==> src/rtl/gmm_diagonal_posterior_top_defines.svh <==
// Assertion macros for the diagonal Gaussian mixture posterior block.
// Used by the top level only; needs a clk and rst in scope.
`ifndef GMM_DIAGONAL_POSTERIOR_TOP_DEFINES_SVH
`define GMM_DIAGONAL_POSTERIOR_TOP_DEFINES_SVH

// Implication in the same cycle.
`define GMMDP_ASSERT_NOW(lbl, ante, cons, msg) \
  lbl: assert property (@(posedge clk) disable iff (rst) (ante) |-> (cons)) else $error(msg);

// Implication checked in the next cycle.
`define GMMDP_ASSERT_NEXT(lbl, ante, cons, msg) \
  lbl: assert property (@(posedge clk) disable iff (rst) (ante) |=> (cons)) else $error(msg);

`endif

==> src/rtl/gmmdp_pkg.sv <==
// Package for the diagonal Gaussian mixture posterior block: sizes,
// fixed-point constants and the log and exp tables. No dependencies.
package gmmdp_pkg;

  localparam int NUM_COMPONENTS = 16;
  localparam int NUM_DIMS       = 64;
  localparam int COMP_W         = $clog2(NUM_COMPONENTS);
  localparam int DIM_W          = $clog2(NUM_DIMS);
  localparam int ADDR_W         = $clog2(NUM_COMPONENTS * NUM_DIMS);

  localparam int DIVIDEND_W = 41;
  localparam int DIVISOR_W  = 17;

  localparam logic [16:0] LN2_Q16     = 17'd45426;
  localparam logic [16:0] LN2PI_Q16   = 17'd120447;
  localparam logic [16:0] INV_LN2_Q16 = 17'd94548;

  // Word kinds on the slave side and register indexes.
  localparam logic KIND_LOAD      = 1'b0;
  localparam logic KIND_ELEMENT   = 1'b1;
  localparam logic CFG_COMPONENTS = 1'b0;
  localparam logic CFG_DIMS       = 1'b1;

  typedef struct packed {
    logic                  done;
    logic [DIVIDEND_W-1:0] quotient;
  } div_resp_t;

  function automatic logic [15:0] ln_tab(input logic [3:0] k);
    logic [15:0] v;
    case (k)
      4'd0:  v = 16'd0;
      4'd1:  v = 16'd3973;
      4'd2:  v = 16'd7719;
      4'd3:  v = 16'd11262;
      4'd4:  v = 16'd14624;
      4'd5:  v = 16'd17821;
      4'd6:  v = 16'd20870;
      4'd7:  v = 16'd23783;
      4'd8:  v = 16'd26573;
      4'd9:  v = 16'd29248;
      4'd10: v = 16'd31818;
      4'd11: v = 16'd34292;
      4'd12: v = 16'd36675;
      4'd13: v = 16'd38975;
      4'd14: v = 16'd41196;
      4'd15: v = 16'd43345;
      default: v = 16'd0;
    endcase
    return v;
  endfunction

  function automatic logic [16:0] exp_tab(input logic [3:0] k);
    logic [16:0] v;
    case (k)
      4'd0:  v = 17'd65536;
      4'd1:  v = 17'd62757;
      4'd2:  v = 17'd60097;
      4'd3:  v = 17'd57549;
      4'd4:  v = 17'd55109;
      4'd5:  v = 17'd52773;
      4'd6:  v = 17'd50535;
      4'd7:  v = 17'd48393;
      4'd8:  v = 17'd46341;
      4'd9:  v = 17'd44376;
      4'd10: v = 17'd42495;
      4'd11: v = 17'd40693;
      4'd12: v = 17'd38968;
      4'd13: v = 17'd37316;
      4'd14: v = 17'd35734;
      4'd15: v = 17'd34219;
      default: v = 17'd0;
    endcase
    return v;
  endfunction

  // ln(x / 2^fb) in Q16.16 for x >= 1: octave from the top set bit,
  // fraction from the four bits below it.
  function automatic logic signed [31:0] ln_q(input logic [20:0] x, input logic [4:0] fb);
    logic [4:0]         p;
    logic [20:0]        sh;
    logic [3:0]         k;
    logic signed [6:0]  oct;
    logic signed [31:0] res;
    p = 5'd0;
    for (int i = 0; i < 21; i++) begin
      if (x[i]) p = 5'(i);
    end
    if (p >= 5'd4) sh = x >> (p - 5'd4);
    else sh = x << (5'd4 - p);
    k   = sh[3:0];
    oct = $signed({2'b00, p}) - $signed({2'b00, fb});
    res = 32'(oct * $signed({15'd0, LN2_Q16})) + $signed({16'd0, ln_tab(k)});
    return res;
  endfunction

endpackage

==> src/rtl/gmmdp_div.sv <==
// Radix-2 restoring divider, one quotient bit per cycle.
// Depends on gmmdp_pkg for widths and the response struct.
module gmmdp_div (
  input  logic                             clk,
  input  logic                             rst,
  input  logic                             start,
  input  logic [gmmdp_pkg::DIVIDEND_W-1:0] dividend,
  input  logic [gmmdp_pkg::DIVISOR_W-1:0]  divisor,
  output gmmdp_pkg::div_resp_t             resp
);

  localparam int CNT_W = $clog2(gmmdp_pkg::DIVIDEND_W + 1);

  logic                             busy;
  logic [CNT_W-1:0]                 count;
  logic [gmmdp_pkg::DIVIDEND_W-1:0] num;
  logic [gmmdp_pkg::DIVIDEND_W-1:0] quo;
  logic [gmmdp_pkg::DIVISOR_W:0]    rem;
  logic [gmmdp_pkg::DIVISOR_W-1:0]  den;
  logic                             done;
  logic [gmmdp_pkg::DIVISOR_W:0]    trial;
  logic                             fits;

  assign trial = {rem[gmmdp_pkg::DIVISOR_W-1:0], num[gmmdp_pkg::DIVIDEND_W-1]};
  assign fits  = trial >= {1'b0, den};

  always_ff @(posedge clk) begin
    if (rst) begin
      busy  <= 1'b0;
      done  <= 1'b0;
      count <= '0;
    end else begin
      done <= 1'b0;
      if (start) begin
        busy  <= 1'b1;
        count <= CNT_W'(gmmdp_pkg::DIVIDEND_W);
      end else if (busy) begin
        count <= count - 1'b1;
        if (count == CNT_W'(1)) begin
          busy <= 1'b0;
          done <= 1'b1;
        end
      end
    end
  end

  always_ff @(posedge clk) begin
    if (start) begin
      num <= dividend;
      den <= divisor;
      rem <= '0;
      quo <= '0;
    end else if (busy) begin
      num <= {num[gmmdp_pkg::DIVIDEND_W-2:0], 1'b0};
      rem <= fits ? (trial - {1'b0, den}) : trial;
      quo <= {quo[gmmdp_pkg::DIVIDEND_W-2:0], fits};
    end
  end

  assign resp.done     = done;
  assign resp.quotient = quo;

endmodule

==> config.mk <==
export PLATFORM = sky130hd
export DESIGN_NAME = gmmdp_div
export DESIGN_NICKNAME = d
export VERILOG_FILES = /design/src/rtl/gmm_diagonal_posterior_top_defines.svh /design/src/rtl/gmmdp_pkg.sv /design/src/rtl/gmmdp_div.sv
export SDC_FILE = /design/constraint.sdc
export NUM_CORES = 1
export LEC_CHECK = 0
export BUFFER_PORTS_ARGS = -buffer_cell sky130_fd_sc_hd__buf_2
export CORE_MARGIN = 2
export CORE_UTILIZATION = 41
export DETAILED_ROUTE_END_ITERATION = 6
export SLEW_MARGIN = 10
export SYNTH_ARGS = -nofsm -noshare
export SYNTH_HDL_FRONTEND = slang
export SYNTH_SLANG_ARGS = --single-unit
==> constraint.sdc <==
create_clock -name clk -period 7.79 [get_ports clk]
set_input_delay 1.558 -clock clk [delete_from_list [all_inputs] [get_ports clk]]
set_output_delay 1.558 -clock clk [all_outputs]
set_load 0.05 [all_outputs]
==> metrics.txt, run 1 <==
# TYPE chip_impl_metric gauge
chip_impl_metric{name="fp-row-count",unit=""} 43
chip_impl_metric{name="ys.warnings.count",unit=""} 0
chip_impl_metric{name="final_cell_count_no_fill",unit=""} 775
chip_impl_metric{name="cts_buf_count",unit=""} 17
chip_impl_metric{name="drt_first_pass_iters",unit=""} 4
chip_impl_metric{name="fraction_of_final_layout_cells_with_drive_strength_greater_than_1",unit="%"} 32.8
chip_impl_metric{name="routabilityCongestion",unit=""} 0.799
chip_impl_info{name="cp-startpoint",value="start"} 1
chip_impl_info{name="timing_worst_setup_path_type",value="in -> reg"} 1
chip_impl_metric{name="worst_slew_pin_slew",unit="ns"} 1.11
chip_impl_metric{name="routed_via_density",unit=""} 4.97
chip_impl_metric{name="area_delta_synth_final",unit="%"} 18.5
chip_impl_info{name="cp-start-kind",value="input pin"} 1
chip_impl_metric{name="routed-wl-met2",unit="mm"} 5.15
chip_impl_metric{name="maxClockFrequency",unit="GHz"} 0.277
chip_impl_metric{name="setup_viol",unit=""} 0
chip_impl_metric{name="numClockSinks",unit=""} 124
chip_impl_metric{name="synth-edff-count",unit=""} 58
chip_impl_info{name="rsz_0062_raised_after_global_routing",value="false"} 1
chip_impl_info{name="min-delay-start",value="rem[7]"} 1
chip_impl_metric{name="ctsLongestPathBuffers",unit=""} 2
chip_impl_metric{name="power.leakage",unit="nW"} 3.03
chip_impl_metric{name="floorplan.die.height",unit="um"} 124
chip_impl_metric{name="critical_path.max_fanout",unit=""} 99
chip_impl_metric{name="antenna_found_initial",unit=""} 0
chip_impl_info{name="crit_path_end_kind",value="register"} 1
chip_impl_metric{name="wirelength_met1",unit="mm"} 5.20
chip_impl_metric{name="drt-initial-drc-count",unit=""} 212
chip_impl_metric{name="detailed_place_hpwl",unit="mm"} 7.32
chip_impl_info{name="final_cell_mix",value="sky130_fd_sc_hd__buf_2 (101), sky130_fd_sc_hd__nor2_1 (71), sky130_fd_sc_hd__dfxtp_1 (65)"} 1
chip_impl_info{name="worst_setup_path_endpoint",value="num[31]"} 1
chip_impl_metric{name="netlist_instances",unit=""} 487
chip_impl_metric{name="worstSkewPairLatency",unit="ns"} 0.41
chip_impl_metric{name="timing.final.crit_share",unit="%"} 46.3
chip_impl_info{name="critical_path.reg2reg.startpoint",value="num[40]"} 1
chip_impl_metric{name="r2r_cells",unit=""} 10
chip_impl_metric{name="portBuffers",unit=""} 102
chip_impl_metric{name="clk_pin_slew",unit="ns"} 0.06
chip_impl_metric{name="power.density_cell_area",unit="nW/um^2"} 247
chip_impl_metric{name="fillerInstances",unit=""} 1250
chip_impl_metric{name="rel_slew_slack",unit="%"} 26.0
chip_impl_metric{name="post_synth_num_cell_types",unit=""} 59
chip_impl_metric{name="worstPathRequired",unit="ns"} 7.84
chip_impl_metric{name="finalClockSkew",unit="ns"} 0.00702
chip_impl_metric{name="synth.net_count",unit=""} 568
chip_impl_metric{name="cts-htree-levels",unit=""} 4
chip_impl_metric{name="ctsResizeCount",unit=""} 0
chip_impl_metric{name="post_route_antenna_net_violation_count",unit=""} 0
chip_impl_metric{name="floorplan_core_area",unit="um^2"} 13900
chip_impl_metric{name="synth_seq_area_share",unit="%"} 52.2
chip_impl_metric{name="hold_viol_final",unit=""} 0
chip_impl_metric{name="post-route-drc-count",unit=""} 0
chip_impl_metric{name="met3_length",unit="um"} 600
chip_impl_metric{name="drv_slew",unit=""} 0
chip_impl_metric{name="die-width",unit="um"} 124
chip_impl_info{name="outcome",value="completed"} 1
chip_impl_metric{name="io_pins",unit=""} 103
chip_impl_info{name="cts_tree",value="done"} 1
chip_impl_metric{name="worst_ir_drop_vdd",unit="mV"} 0.150
chip_impl_metric{name="wl",unit="mm"} 11.1
chip_impl_metric{name="post_drt_wl_per_cell",unit="um"} 14.3
chip_impl_metric{name="grt_first_pass_wirelength",unit="mm"} 18.5
chip_impl_info{name="primary_flip_flop_cell_chosen_by_synthesis_mapping",value="sky130_fd_sc_hd__dfxtp_1"} 1
chip_impl_info{name="layout_commonest_cell",value="sky130_fd_sc_hd__buf_2"} 1
chip_impl_metric{name="antenna_cells_inserted",unit=""} 0
chip_impl_metric{name="summed_instance_area_of_the_synthesized_netlist",unit="um^2"} 5870
chip_impl_info{name="rr_endpoint",value="rem[0]"} 1
chip_impl_metric{name="via_count",unit=""} 3855
chip_impl_metric{name="finalSetupTns",unit="ns"} 0
chip_impl_metric{name="congestion_overflow_gr",unit=""} 0
chip_impl_metric{name="post-cts-setup-buffers",unit=""} 0
chip_impl_metric{name="regToRegSetupSlack",unit="ns"} 4.55
chip_impl_metric{name="holdBufCountCts",unit=""} 0
chip_impl_info{name="worst_min_delay_path_category",value="reg -> reg"} 1
chip_impl_metric{name="fin_crit",unit="ns"} 3.61
chip_impl_metric{name="synth-async-reset-ratio",unit="%"} 0
chip_impl_metric{name="grt_max_degree",unit=""} 100
chip_impl_metric{name="first_global_vias",unit=""} 3820
chip_impl_metric{name="syn_area_per_cell",unit="um^2"} 12.1
chip_impl_metric{name="floorplan.die_area",unit="um^2"} 15300
chip_impl_metric{name="cap_viol_max_count",unit=""} 0
chip_impl_metric{name="number_of_nets_at_the_end_of_the_flow",unit=""} 663
chip_impl_info{name="cts_root_buffer",value="sky130_fd_sc_hd__clkbuf_16"} 1
chip_impl_info{name="highest_layer",value="met4"} 1
chip_impl_metric{name="dp.cells",unit=""} 743
chip_impl_metric{name="initial_core_util",unit="%"} 42.1
chip_impl_metric{name="cp_data_arrival_time",unit="ns"} 3.66
chip_impl_metric{name="globalRouteTotalUtil",unit="%"} 15.7
chip_impl_metric{name="yosys_register_bits",unit=""} 124
==> layer usage <==
metal / vias to the layer above / GRT usage [%]
met4: 0 / 5.97
li1: 1954 / -
met2: 69 / 24.5
met5: - / 0
met1: 1819 / 19.8
met3: 13 / 5.91
==> synthesized netlist by cell type (all sizes together) (2+ instances only) <==
cell,number,area share [%]
nor2,71,4.5
dfxtp,66,23
edfxtp,58,30
mux2i,50,8.5
mux2,41,7.9
inv,22,1.4
ha,19,4.1
clkbuf,14,1.6
a211oi,13,1.7
a21oi,13,1.2
buf,13,2.2
nand2,12,0.77
xor2,11,1.6
o21ai,8,0.75
a21o,6,0.81
o31ai,6,1.0
xnor2,6,0.90
a32oi,5,0.75
nand3,5,0.43
a31oi,4,0.68
nor3,4,0.34
o21a,4,0.51
a2111oi,3,0.55
and3,3,0.43
nand2b,3,0.32
nor4,3,0.32
a211o,2,0.30
nor2b,2,0.21
nor4b,2,0.30
or3,2,0.26
==> logic make-up after synthesis <==
logic type / synth area share [%]
DFF: 52.2
and+or+nand+nor: 8.91
muxes: 16.4
AOI/OAI and AO/OA: 9.64
buffers and inverters: 5.95
adders and majority gates: 4.39
xor gates and xnor gates: 2.54
==> how the worst min path moves through the flow <==
stage,end,slack (ns),depth (start not counted)
2_1_floorplan,rem[2],0.45,2
3_3_place_gp,count[1],0.49,2
3_5_place_dp,rem[1],0.49,1
4_1_cts,rem[1],0.51,1
5_1_grt,rem[5],0.53,2
6_report,rem[7],0.50,2
==> state kept, by name, indices dropped and copies added, names as in the netlist <==
signal	flops
count	6
rem	17
done	1
num	41
den	17
busy	1
quo	41
==> report_power, final <==
part	leakage, nW	switching (mW)	internal (mW)
Sequential	1.12	0.0165	0.728
Combinational	1.62	0.109	0.0907
Clock	0.296	0.295	0.477
Total	3.03	0.421	1.30
==> cell type report <==
cell class / instances / area, um^2 / area share (%)
inverters: 22 / 82.6 / 1.19
well taps: 180 / 225 / 3.24
repair buffers: 105 / 536 / 7.70
multi-input cells: 312 / 2460 / 35.3
clock buffers: 23 / 522 / 7.50
clock inverters: 9 / 65.1 / 0.936
flip-flops and latches: 124 / 3070 / 44.1
==> critical path: stages <==
cell                     delay, ns
sky130_fd_sc_hd__buf_4        0.26
sky130_fd_sc_hd__buf_4        0.91
sky130_fd_sc_hd__nor2_1       0.29
sky130_fd_sc_hd__inv_1        0.12
sky130_fd_sc_hd__buf_4        0.46
==> through the flow <==
step	worst slack [ns]	hold slack (ns)	utilization, %	power [mW]	area [um^2]
after floorplan	4.79	0.453	-	0.926	5870
after global placement	3.81	0.485	45.7	0.954	6370
after detailed placement	3.73	0.492	45.7	0.959	6370
after CTS	4.17	0.505	49.9	1.74	6950
after global routing	4.01	0.529	49.9	1.79	6950
final	4.18	0.503	49.9	1.72	6950
Power figures use the tool's default switching activity.
==> run 2, diff against run 1 <==
clock period = 3.8 ns   (was 7.79 ns; I/O delays follow)
==> run 2 against run 1 <==
Compared with the run above:
- clock power increased by 120%
- power increased by 110%
- combinational power increased by 100%
- clock-buffer cell count decreased by 4
- core utilization increased by 0.42 points
- largest cell class unchanged
- worst hold slack got worse by 0.0011 ns
- global-route usage increased by 0.47 points
==> metrics.txt, run 2 (synthesis gave the netlist of run 1 again) <==
# TYPE chip_impl_metric gauge
chip_impl_info{name="outcome",value="completed"} 1
chip_impl_metric{name="post-route-drc-count",unit=""} 0
chip_impl_metric{name="worstSkewPairLatency",unit="ns"} 0.41
chip_impl_metric{name="regArea",unit="um^2"} 3070
chip_impl_metric{name="drt-initial-drc-count",unit=""} 167
chip_impl_metric{name="grt_max_degree",unit=""} 58
chip_impl_metric{name="cts-htree-levels",unit=""} 4
chip_impl_metric{name="area_delta_synth_final",unit="%"} 19.5
chip_impl_metric{name="routed_via_density",unit=""} 5.04
chip_impl_metric{name="wirelength_met1",unit="mm"} 5.07
chip_impl_metric{name="ctsResizeCount",unit=""} 0
chip_impl_metric{name="post-layout-total-power",unit="mW"} 3.61
chip_impl_metric{name="fp-row-count",unit=""} 43
chip_impl_metric{name="hold_viol_final",unit=""} 0
chip_impl_metric{name="rel_slew_slack",unit="%"} 55.5
chip_impl_metric{name="worstPathRequired",unit="ns"} 4.11
chip_impl_metric{name="portBuffers",unit=""} 102
chip_impl_metric{name="final_cell_count_no_fill",unit=""} 778
chip_impl_info{name="crit_path_end_kind",value="register"} 1
chip_impl_info{name="cts_tree",value="done"} 1
chip_impl_metric{name="via_count",unit=""} 3923
chip_impl_metric{name="fillerInstances",unit=""} 1264
chip_impl_metric{name="drv_slew",unit=""} 0
chip_impl_metric{name="setup_viol",unit=""} 0
chip_impl_metric{name="fraction_of_final_layout_cells_with_drive_strength_greater_than_1",unit="%"} 33.4
chip_impl_metric{name="holdBufCountCts",unit=""} 0
chip_impl_metric{name="ctsLongestPathBuffers",unit=""} 2
chip_impl_metric{name="cts_buf_count",unit=""} 17
chip_impl_metric{name="post-cts-setup-buffers",unit=""} 0
chip_impl_metric{name="first_global_vias",unit=""} 3946
chip_impl_metric{name="routabilityCongestion",unit=""} 0.821
chip_impl_metric{name="cap_viol_max_count",unit=""} 0
chip_impl_info{name="cp-startpoint",value="num[40]"} 1
chip_impl_metric{name="finalSetupTns",unit="ns"} 0
chip_impl_metric{name="post_drt_wl_per_cell",unit="um"} 14.4
chip_impl_metric{name="die-width",unit="um"} 124
chip_impl_metric{name="antenna_found_initial",unit=""} 1
chip_impl_metric{name="finalClockSkew",unit="ns"} 0.0102
chip_impl_metric{name="drt_first_pass_iters",unit=""} 5
chip_impl_metric{name="globalRouteTotalUtil",unit="%"} 16.1
chip_impl_info{name="timing_worst_setup_path_type",value="reg -> reg"} 1
chip_impl_metric{name="r2r_cells",unit=""} 10
chip_impl_info{name="reg.largest.list",value="num x41, quo x41"} 1
chip_impl_metric{name="post_route_antenna_net_violation_count",unit=""} 0
chip_impl_info{name="layout_commonest_cell",value="sky130_fd_sc_hd__buf_2"} 1
chip_impl_metric{name="regToRegSetupSlack",unit="ns"} 0.77
chip_impl_info{name="worst_setup_path_endpoint",value="rem[0]"} 1
chip_impl_metric{name="detailed_place_hpwl",unit="mm"} 7.67
chip_impl_info{name="final_cell_mix",value="sky130_fd_sc_hd__buf_2 (101), sky130_fd_sc_hd__nor2_1 (71), sky130_fd_sc_hd__dfxtp_1 (65)"} 1
chip_impl_metric{name="maxClockFrequency",unit="GHz"} 0.330
chip_impl_metric{name="power.leakage",unit="nW"} 3.06
chip_impl_metric{name="dp.cells",unit=""} 746
chip_impl_metric{name="power.density_cell_area",unit="nW/um^2"} 515
chip_impl_info{name="rsz_0062_raised_after_global_routing",value="false"} 1
chip_impl_metric{name="congestion_overflow_gr",unit=""} 0
chip_impl_metric{name="timing.final.crit_share",unit="%"} 79.7
chip_impl_metric{name="number_of_nets_at_the_end_of_the_flow",unit=""} 666
chip_impl_info{name="cp-start-kind",value="register"} 1
chip_impl_metric{name="floorplan.die_area",unit="um^2"} 15300
chip_impl_metric{name="antenna_cells_inserted",unit=""} 0
chip_impl_metric{name="met3_length",unit="um"} 645
chip_impl_metric{name="clk_pin_slew",unit="ns"} 0.06
chip_impl_metric{name="worst_slew_pin_slew",unit="ns"} 0.660
chip_impl_metric{name="area_of_combinational_cells_with_multiple_inputs",unit="um^2"} 2460
chip_impl_info{name="worst_min_delay_path_category",value="reg -> reg"} 1
chip_impl_metric{name="floorplan_core_area",unit="um^2"} 13900
chip_impl_metric{name="wl",unit="mm"} 11.2
chip_impl_info{name="cts_root_buffer",value="sky130_fd_sc_hd__clkbuf_16"} 1
chip_impl_metric{name="critical_path.max_fanout",unit=""} 13
chip_impl_metric{name="worst_ir_drop_vdd",unit="mV"} 0.280
chip_impl_info{name="highest_layer",value="met5"} 1
chip_impl_metric{name="floorplan.die.height",unit="um"} 124
chip_impl_info{name="rr_endpoint",value="rem[0]"} 1
chip_impl_metric{name="routed-wl-met2",unit="mm"} 5.37
chip_impl_metric{name="initial_core_util",unit="%"} 42.1
chip_impl_metric{name="fin_crit",unit="ns"} 3.03
chip_impl_metric{name="cp_data_arrival_time",unit="ns"} 3.34
chip_impl_metric{name="worst_hold_path.num_cells",unit=""} 2
chip_impl_metric{name="io_pins",unit=""} 103
chip_impl_metric{name="grt_first_pass_wirelength",unit="mm"} 19.0
chip_impl_metric{name="numClockSinks",unit=""} 124
chip_impl_info{name="critical_path.reg2reg.startpoint",value="num[40]"} 1
## run 2: cell types whose count changed in the layout (fill, tap and decap cells not counted), sizes merged
cell,previous run,this run
clkinv,1,4
inv,30,29
clkbuf,23,19
buf,105,108
bufinv,0,2
## run 2: worst max-delay path, stage by stage, from the launching register on
cell and delay, ns:
sky130_fd_sc_hd__edfxtp_1 0.36, sky130_fd_sc_hd__inv_1 0.08, sky130_fd_sc_hd__ha_1 0.16, sky130_fd_sc_hd__inv_1 0.05, sky130_fd_sc_hd__fa_1 0.40, sky130_fd_sc_hd__a21o_1 0.24, sky130_fd_sc_hd__a221oi_4 0.40, sky130_fd_sc_hd__o31ai_4 0.12
sky130_fd_sc_hd__a31oi_4 0.45, sky130_fd_sc_hd__mux2_2 0.39, sky130_fd_sc_hd__a211oi_1 0.27
## run 2: stage by stage
step / setup WS [ns] / hold slack, ns / area, um^2 / utilization, %
4_1_cts: 0.779 / 0.499 / 7010 / 50.3
6_report: 0.772 / 0.502 / 7010 / 50.3
2_1_floorplan: 1.22 / 0.453 / 5870 / -
3_5_place_dp: 0.801 / 0.485 / 6390 / 45.9
5_1_grt: 0.642 / 0.500 / 7010 / 50.3
3_3_place_gp: 0.925 / 0.470 / 6390 / 45.9
## run 2: how the worst min path moves through the flow
stage                 from  slack [ns]       to
3_5_place_dp       quo[40]        0.48  quo[40]
6_report           quo[40]        0.50  quo[40]
4_1_cts            quo[40]        0.50  quo[40]
3_3_place_gp       quo[40]        0.47  quo[40]
2_1_floorplan       rem[2]        0.45   rem[2]
5_1_grt        divisor[16]        0.50  den[16]
## run 2: layer usage
| layer | up-vias | GRT usage (%) |
|---|---|---|
| met4 | 2 | 7.17 |
| met2 | 69 | 25.6 |
| li1 | 1957 | - |
| met5 | - | 0 |
| met3 | 11 | 5.95 |
| met1 | 1884 | 19.7 |
## run 2: where the power goes
part           internal [mW]  leakage, nW  total [mW]  switching, mW
clock network           1.06        0.310        1.67          0.615
logic                  0.187         1.64       0.408          0.221
registers               1.49         1.12        1.53         0.0396
## run 2: area by class of cell
cell class / instances / area share (%)
tap: 180 / 3.21
inverter: 22 / 1.18
clock inverter: 13 / 2.11
multi-input combinational: 312 / 35.0
sequential: 124 / 43.7
timing repair buffer: 108 / 7.96
clock buffer: 19 / 6.78
==> run 3, diff against run 2 <==
ABC_AREA = 1   (was not set)
clock period = 2.7 ns   (was 3.8 ns; I/O delays follow)
==> run 3 against run 2 <==
Compared with the run above:
- cell count grew 31%
- clock-buffer cell count unchanged
- first-iteration DRC count is 32% higher
- fmax is 33% higher
- core utilization is 1.2 points higher
- clock power grew 33%
- register-to-register slack worse by 0.34 ns
- setup slack got worse by 0.34 ns
- global-route usage increased by 1.8 points
- critical path type unchanged
- critical endpoint is now rem[14]
- largest cell class unchanged
- highest routed layer unchanged
==> metrics.txt, run 3 <==
# TYPE chip_impl_metric gauge
chip_impl_metric{name="antenna_found_initial",unit=""} 1
chip_impl_metric{name="setup_viol",unit=""} 0
chip_impl_metric{name="cts_buf_count",unit=""} 17
chip_impl_metric{name="worstPathRequired",unit="ns"} 3.00
chip_impl_info{name="critical_path.cell_chain",value="inv_1 -> ha_1 -> inv_1 -> fa_1 -> nand3_1 -> nand3_2 -> nand2_4 -> nand2_4 -> or2_2 -> nand3_1 -> nand2_1"} 1
chip_impl_metric{name="regArea",unit="um^2"} 3060
chip_impl_info{name="cp-start-kind",value="register"} 1
chip_impl_metric{name="p_int",unit="mW"} 3.56
chip_impl_metric{name="synth-edff-count",unit=""} 58
chip_impl_metric{name="clk_pin_slew",unit="ns"} 0.06
chip_impl_info{name="rr_endpoint",value="rem[14]"} 1
chip_impl_metric{name="congestion_overflow_gr",unit=""} 0
chip_impl_metric{name="synth_largest_type_area_fraction",unit="%"} 29.4
chip_impl_metric{name="ctsResizeCount",unit=""} 0
chip_impl_metric{name="power.leakage",unit="nW"} 3.60
chip_impl_metric{name="summed_instance_area_of_the_synthesized_netlist",unit="um^2"} 5930
chip_impl_metric{name="post_synth_num_cell_types",unit=""} 39
chip_impl_metric{name="antenna_cells_inserted",unit=""} 0
chip_impl_metric{name="numClockSinks",unit=""} 124
chip_impl_info{name="worst_min_delay_path_category",value="in -> reg"} 1
chip_impl_metric{name="synth.net_count",unit=""} 810
chip_impl_metric{name="finalSetupTns",unit="ns"} 0
chip_impl_metric{name="maxClockFrequency",unit="GHz"} 0.440
chip_impl_info{name="rsz_0062_raised_after_global_routing",value="false"} 1
chip_impl_metric{name="hold_viol_final",unit=""} 0
chip_impl_metric{name="via_count",unit=""} 4864
chip_impl_metric{name="post-cts-setup-buffers",unit=""} 0
chip_impl_metric{name="floorplan.die_area",unit="um^2"} 15400
chip_impl_metric{name="detailed_place_hpwl",unit="mm"} 9.91
chip_impl_metric{name="crit_cells",unit=""} 11
chip_impl_metric{name="first_global_vias",unit=""} 4802
chip_impl_metric{name="routed_via_density",unit=""} 4.75
chip_impl_info{name="critical-path-slowest-cell",value="sky130_fd_sc_hd__fa_1"} 1
chip_impl_metric{name="ctsLongestPathBuffers",unit=""} 2
chip_impl_metric{name="rel_slew_slack",unit="%"} 67.6
chip_impl_info{name="reg.largest.list",value="num x41, quo x41"} 1
chip_impl_metric{name="drt_first_pass_iters",unit=""} 4
chip_impl_metric{name="cp_data_arrival_time",unit="ns"} 2.57
chip_impl_info{name="worst_setup_path_endpoint",value="rem[14]"} 1
chip_impl_info{name="final_cell_mix",value="sky130_fd_sc_hd__nand2_1 (245), sky130_fd_sc_hd__inv_1 (119), sky130_fd_sc_hd__buf_2 (102)"} 1
chip_impl_info{name="synthMostInstantiatedCell",value="sky130_fd_sc_hd__nand2_1"} 1
chip_impl_metric{name="netlist_instances",unit=""} 729
chip_impl_info{name="crit_path_end_kind",value="register"} 1
chip_impl_metric{name="r2r_cells",unit=""} 11
chip_impl_metric{name="timing.final.crit_share",unit="%"} 84.1
chip_impl_info{name="primary_flip_flop_cell_chosen_by_synthesis_mapping",value="sky130_fd_sc_hd__dfxtp_1"} 1
chip_impl_metric{name="yosys_register_bits",unit=""} 124
chip_impl_metric{name="area_of_combinational_cells_with_multiple_inputs",unit="um^2"} 2290
chip_impl_metric{name="whs",unit="ns"} 0.303
chip_impl_metric{name="worst_slew_pin_slew",unit="ns"} 0.484
chip_impl_info{name="layout_commonest_cell",value="sky130_fd_sc_hd__nand2_1"} 1
chip_impl_metric{name="cts-htree-levels",unit=""} 4
chip_impl_info{name="critical_path.reg2reg.startpoint",value="num[40]"} 1
chip_impl_info{name="cts_root_buffer",value="sky130_fd_sc_hd__clkbuf_16"} 1
chip_impl_metric{name="timing.critical_path.slowest_cell_delay",unit="ns"} 0.44
chip_impl_info{name="cpLargestDelayFamily",value="simple AND/OR/NAND/NOR gates"} 1
chip_impl_metric{name="comb_power_share",unit="%"} 8.3
chip_impl_metric{name="post_drt_wl_per_cell",unit="um"} 13.2
chip_impl_metric{name="grtUsageMet2",unit="%"} 29.3
chip_impl_info{name="cts_tree",value="done"} 1
chip_impl_info{name="yosysTopAreaCell",value="sky130_fd_sc_hd__edfxtp_1"} 1
chip_impl_metric{name="number_of_nets_at_the_end_of_the_flow",unit=""} 911
chip_impl_info{name="synth_common_cells",value="sky130_fd_sc_hd__nand2_1 (245), sky130_fd_sc_hd__inv_1 (120), sky130_fd_sc_hd__dfxtp_1 (66)"} 1
chip_impl_metric{name="power.switching_fraction",unit="%"} 24.7
chip_impl_metric{name="ys.warnings.count",unit=""} 0
chip_impl_metric{name="io_pins",unit=""} 103
chip_impl_metric{name="fraction_of_final_layout_cells_with_drive_strength_greater_than_1",unit="%"} 19.2
chip_impl_metric{name="grt_max_degree",unit=""} 70
chip_impl_metric{name="fillerInstances",unit=""} 1365
chip_impl_metric{name="floorplan.die.height",unit="um"} 124
chip_impl_metric{name="critical_path.max_fanout",unit=""} 21
chip_impl_metric{name="synth-async-reset-ratio",unit="%"} 0
chip_impl_metric{name="grt_first_pass_wirelength",unit="mm"} 22.6
chip_impl_info{name="grt-busiest-layer",value="met2"} 1
chip_impl_metric{name="switching_power",unit="mW"} 1.17
chip_impl_info{name="synthTopCellsByArea",value="sky130_fd_sc_hd__edfxtp_1 (29%), sky130_fd_sc_hd__dfxtp_1 (22%), sky130_fd_sc_hd__nand2_1 (16%), sky130_fd_sc_hd__inv_1 (7.6%), sky130_fd_sc_hd__ha_1 (4.0%)"} 1
chip_impl_info{name="timing_worst_setup_path_type",value="reg -> reg"} 1
chip_impl_info{name="outcome",value="completed"} 1
chip_impl_metric{name="cap_viol_max_count",unit=""} 0
chip_impl_metric{name="grt.met1_usage",unit="%"} 22.9
chip_impl_info{name="cp-startpoint",value="num[40]"} 1
chip_impl_metric{name="routabilityCongestion",unit=""} 0.888
chip_impl_metric{name="worstSkewPairLatency",unit="ns"} 0.41
chip_impl_info{name="min-delay-start",value="divisor[11]"} 1
chip_impl_metric{name="finalClockSkew",unit="ns"} 0.00808
chip_impl_metric{name="synth_seq_area_share",unit="%"} 51.7
chip_impl_metric{name="clock_power_share",unit="%"} 47.0
chip_impl_metric{name="area_delta_synth_final",unit="%"} 21.5
chip_impl_metric{name="final_cell_area",unit="um^2"} 7200
chip_impl_metric{name="post_route_antenna_net_violation_count",unit=""} 0
chip_impl_metric{name="grt_util_met3",unit="%"} 5.84
chip_impl_metric{name="fp-row-count",unit=""} 43
chip_impl_metric{name="post-route-drc-count",unit=""} 0
chip_impl_metric{name="portBuffers",unit=""} 102
chip_impl_metric{name="drv_slew",unit=""} 0
chip_impl_metric{name="syn_area_per_cell",unit="um^2"} 8.13
chip_impl_metric{name="post-layout-total-power",unit="mW"} 4.73
chip_impl_metric{name="wl",unit="mm"} 13.5
chip_impl_metric{name="path_buf_inv",unit=""} 2
chip_impl_metric{name="power.share.sequential",unit="%"} 44.7
chip_impl_metric{name="holdBufCountCts",unit=""} 0
chip_impl_metric{name="dpl-instance-area",unit="um^2"} 6620
chip_impl_metric{name="power.density_cell_area",unit="nW/um^2"} 656
chip_impl_metric{name="floorplan_core_area",unit="um^2"} 14000
chip_impl_metric{name="initial_core_util",unit="%"} 42.4
chip_impl_metric{name="fin_crit",unit="ns"} 2.27
chip_impl_metric{name="globalRouteTotalUtil",unit="%"} 17.9
chip_impl_metric{name="worst_ir_drop_vdd",unit="mV"} 0.483
chip_impl_metric{name="drt-initial-drc-count",unit=""} 220
chip_impl_metric{name="regToRegSetupSlack",unit="ns"} 0.43
chip_impl_metric{name="die-width",unit="um"} 124
[run 3: changes by cell type after synthesis, sizes merged, moves of 6 or more]
| cell | change |
|---|---|
| mux2i | -50 |
| nand4 | +19 |
| a21o | -6 |
| xor2 | -7 |
| inv | +100 |
| nor2 | -35 |
| nand2 | +243 |
| o22ai | +37 |
| nand3 | +36 |
| a211oi | -11 |
| o31ai | -6 |
| mux2 | -41 |
[run 3: cell families after synthesis]
kind of cell	Yosys count	synth area share (%)
buffers and inverters	149	9.77
and+or+nand+nor	365	26.8
DFF	124	51.7
adders and majority gates	20	4.35
xor gates and xnor gates	7	1.03
AOI/OAI and AO/OA	64	6.44
[run 3: final cells by class]
type	count	area share, %
clock buffer	19	6.30
inverter	122	6.36
sequential	124	42.5
multi-input combinational	456	31.7
tap	180	3.13
clock inverter	13	1.79
timing repair buffer	109	8.16
[run 3: worst min path at each step]
| stage | endpoint | cells after the start |
|---|---|---|
| 6_report | den[11] | 1 |
| 5_1_grt | den[11] | 1 |
| 4_1_cts | den[11] | 1 |
| 3_5_place_dp | quo[40] | 2 |
| 3_3_place_gp | quo[40] | 2 |
| 2_1_floorplan | rem[14] | 2 |
[run 3: power groups by stage]
stage | Combinational (mW) | Clock (mW) | Sequential (mW)
6_report | 0.391 | 2.22 | 2.11
3_5_place_dp | 0.392 | 0 | 2.15
2_1_floorplan | 0.260 | 0 | 2.15
5_1_grt | 0.447 | 2.34 | 2.12
3_3_place_gp | 0.387 | 0 | 2.15
4_1_cts | 0.395 | 2.26 | 2.11
[run 3: per-stage QoR]
step | std cells | worst slack [ns] | utilization, %
after floorplan | 729 | 0.0178 | -
after global placement | 991 | 0.501 | 47.3
after detailed placement | 991 | 0.439 | 47.3
after CTS | 1023 | 0.437 | 51.5
after global routing | 1023 | 0.235 | 51.5
final | 1023 | 0.430 | 51.5
[run 3: layer usage]
metal	vias up	part of all wire, %
li1	2540	-
met1	2197	46
met2	115	47
met3	10	6.1
met4	2	0.86
met5	-	0.096
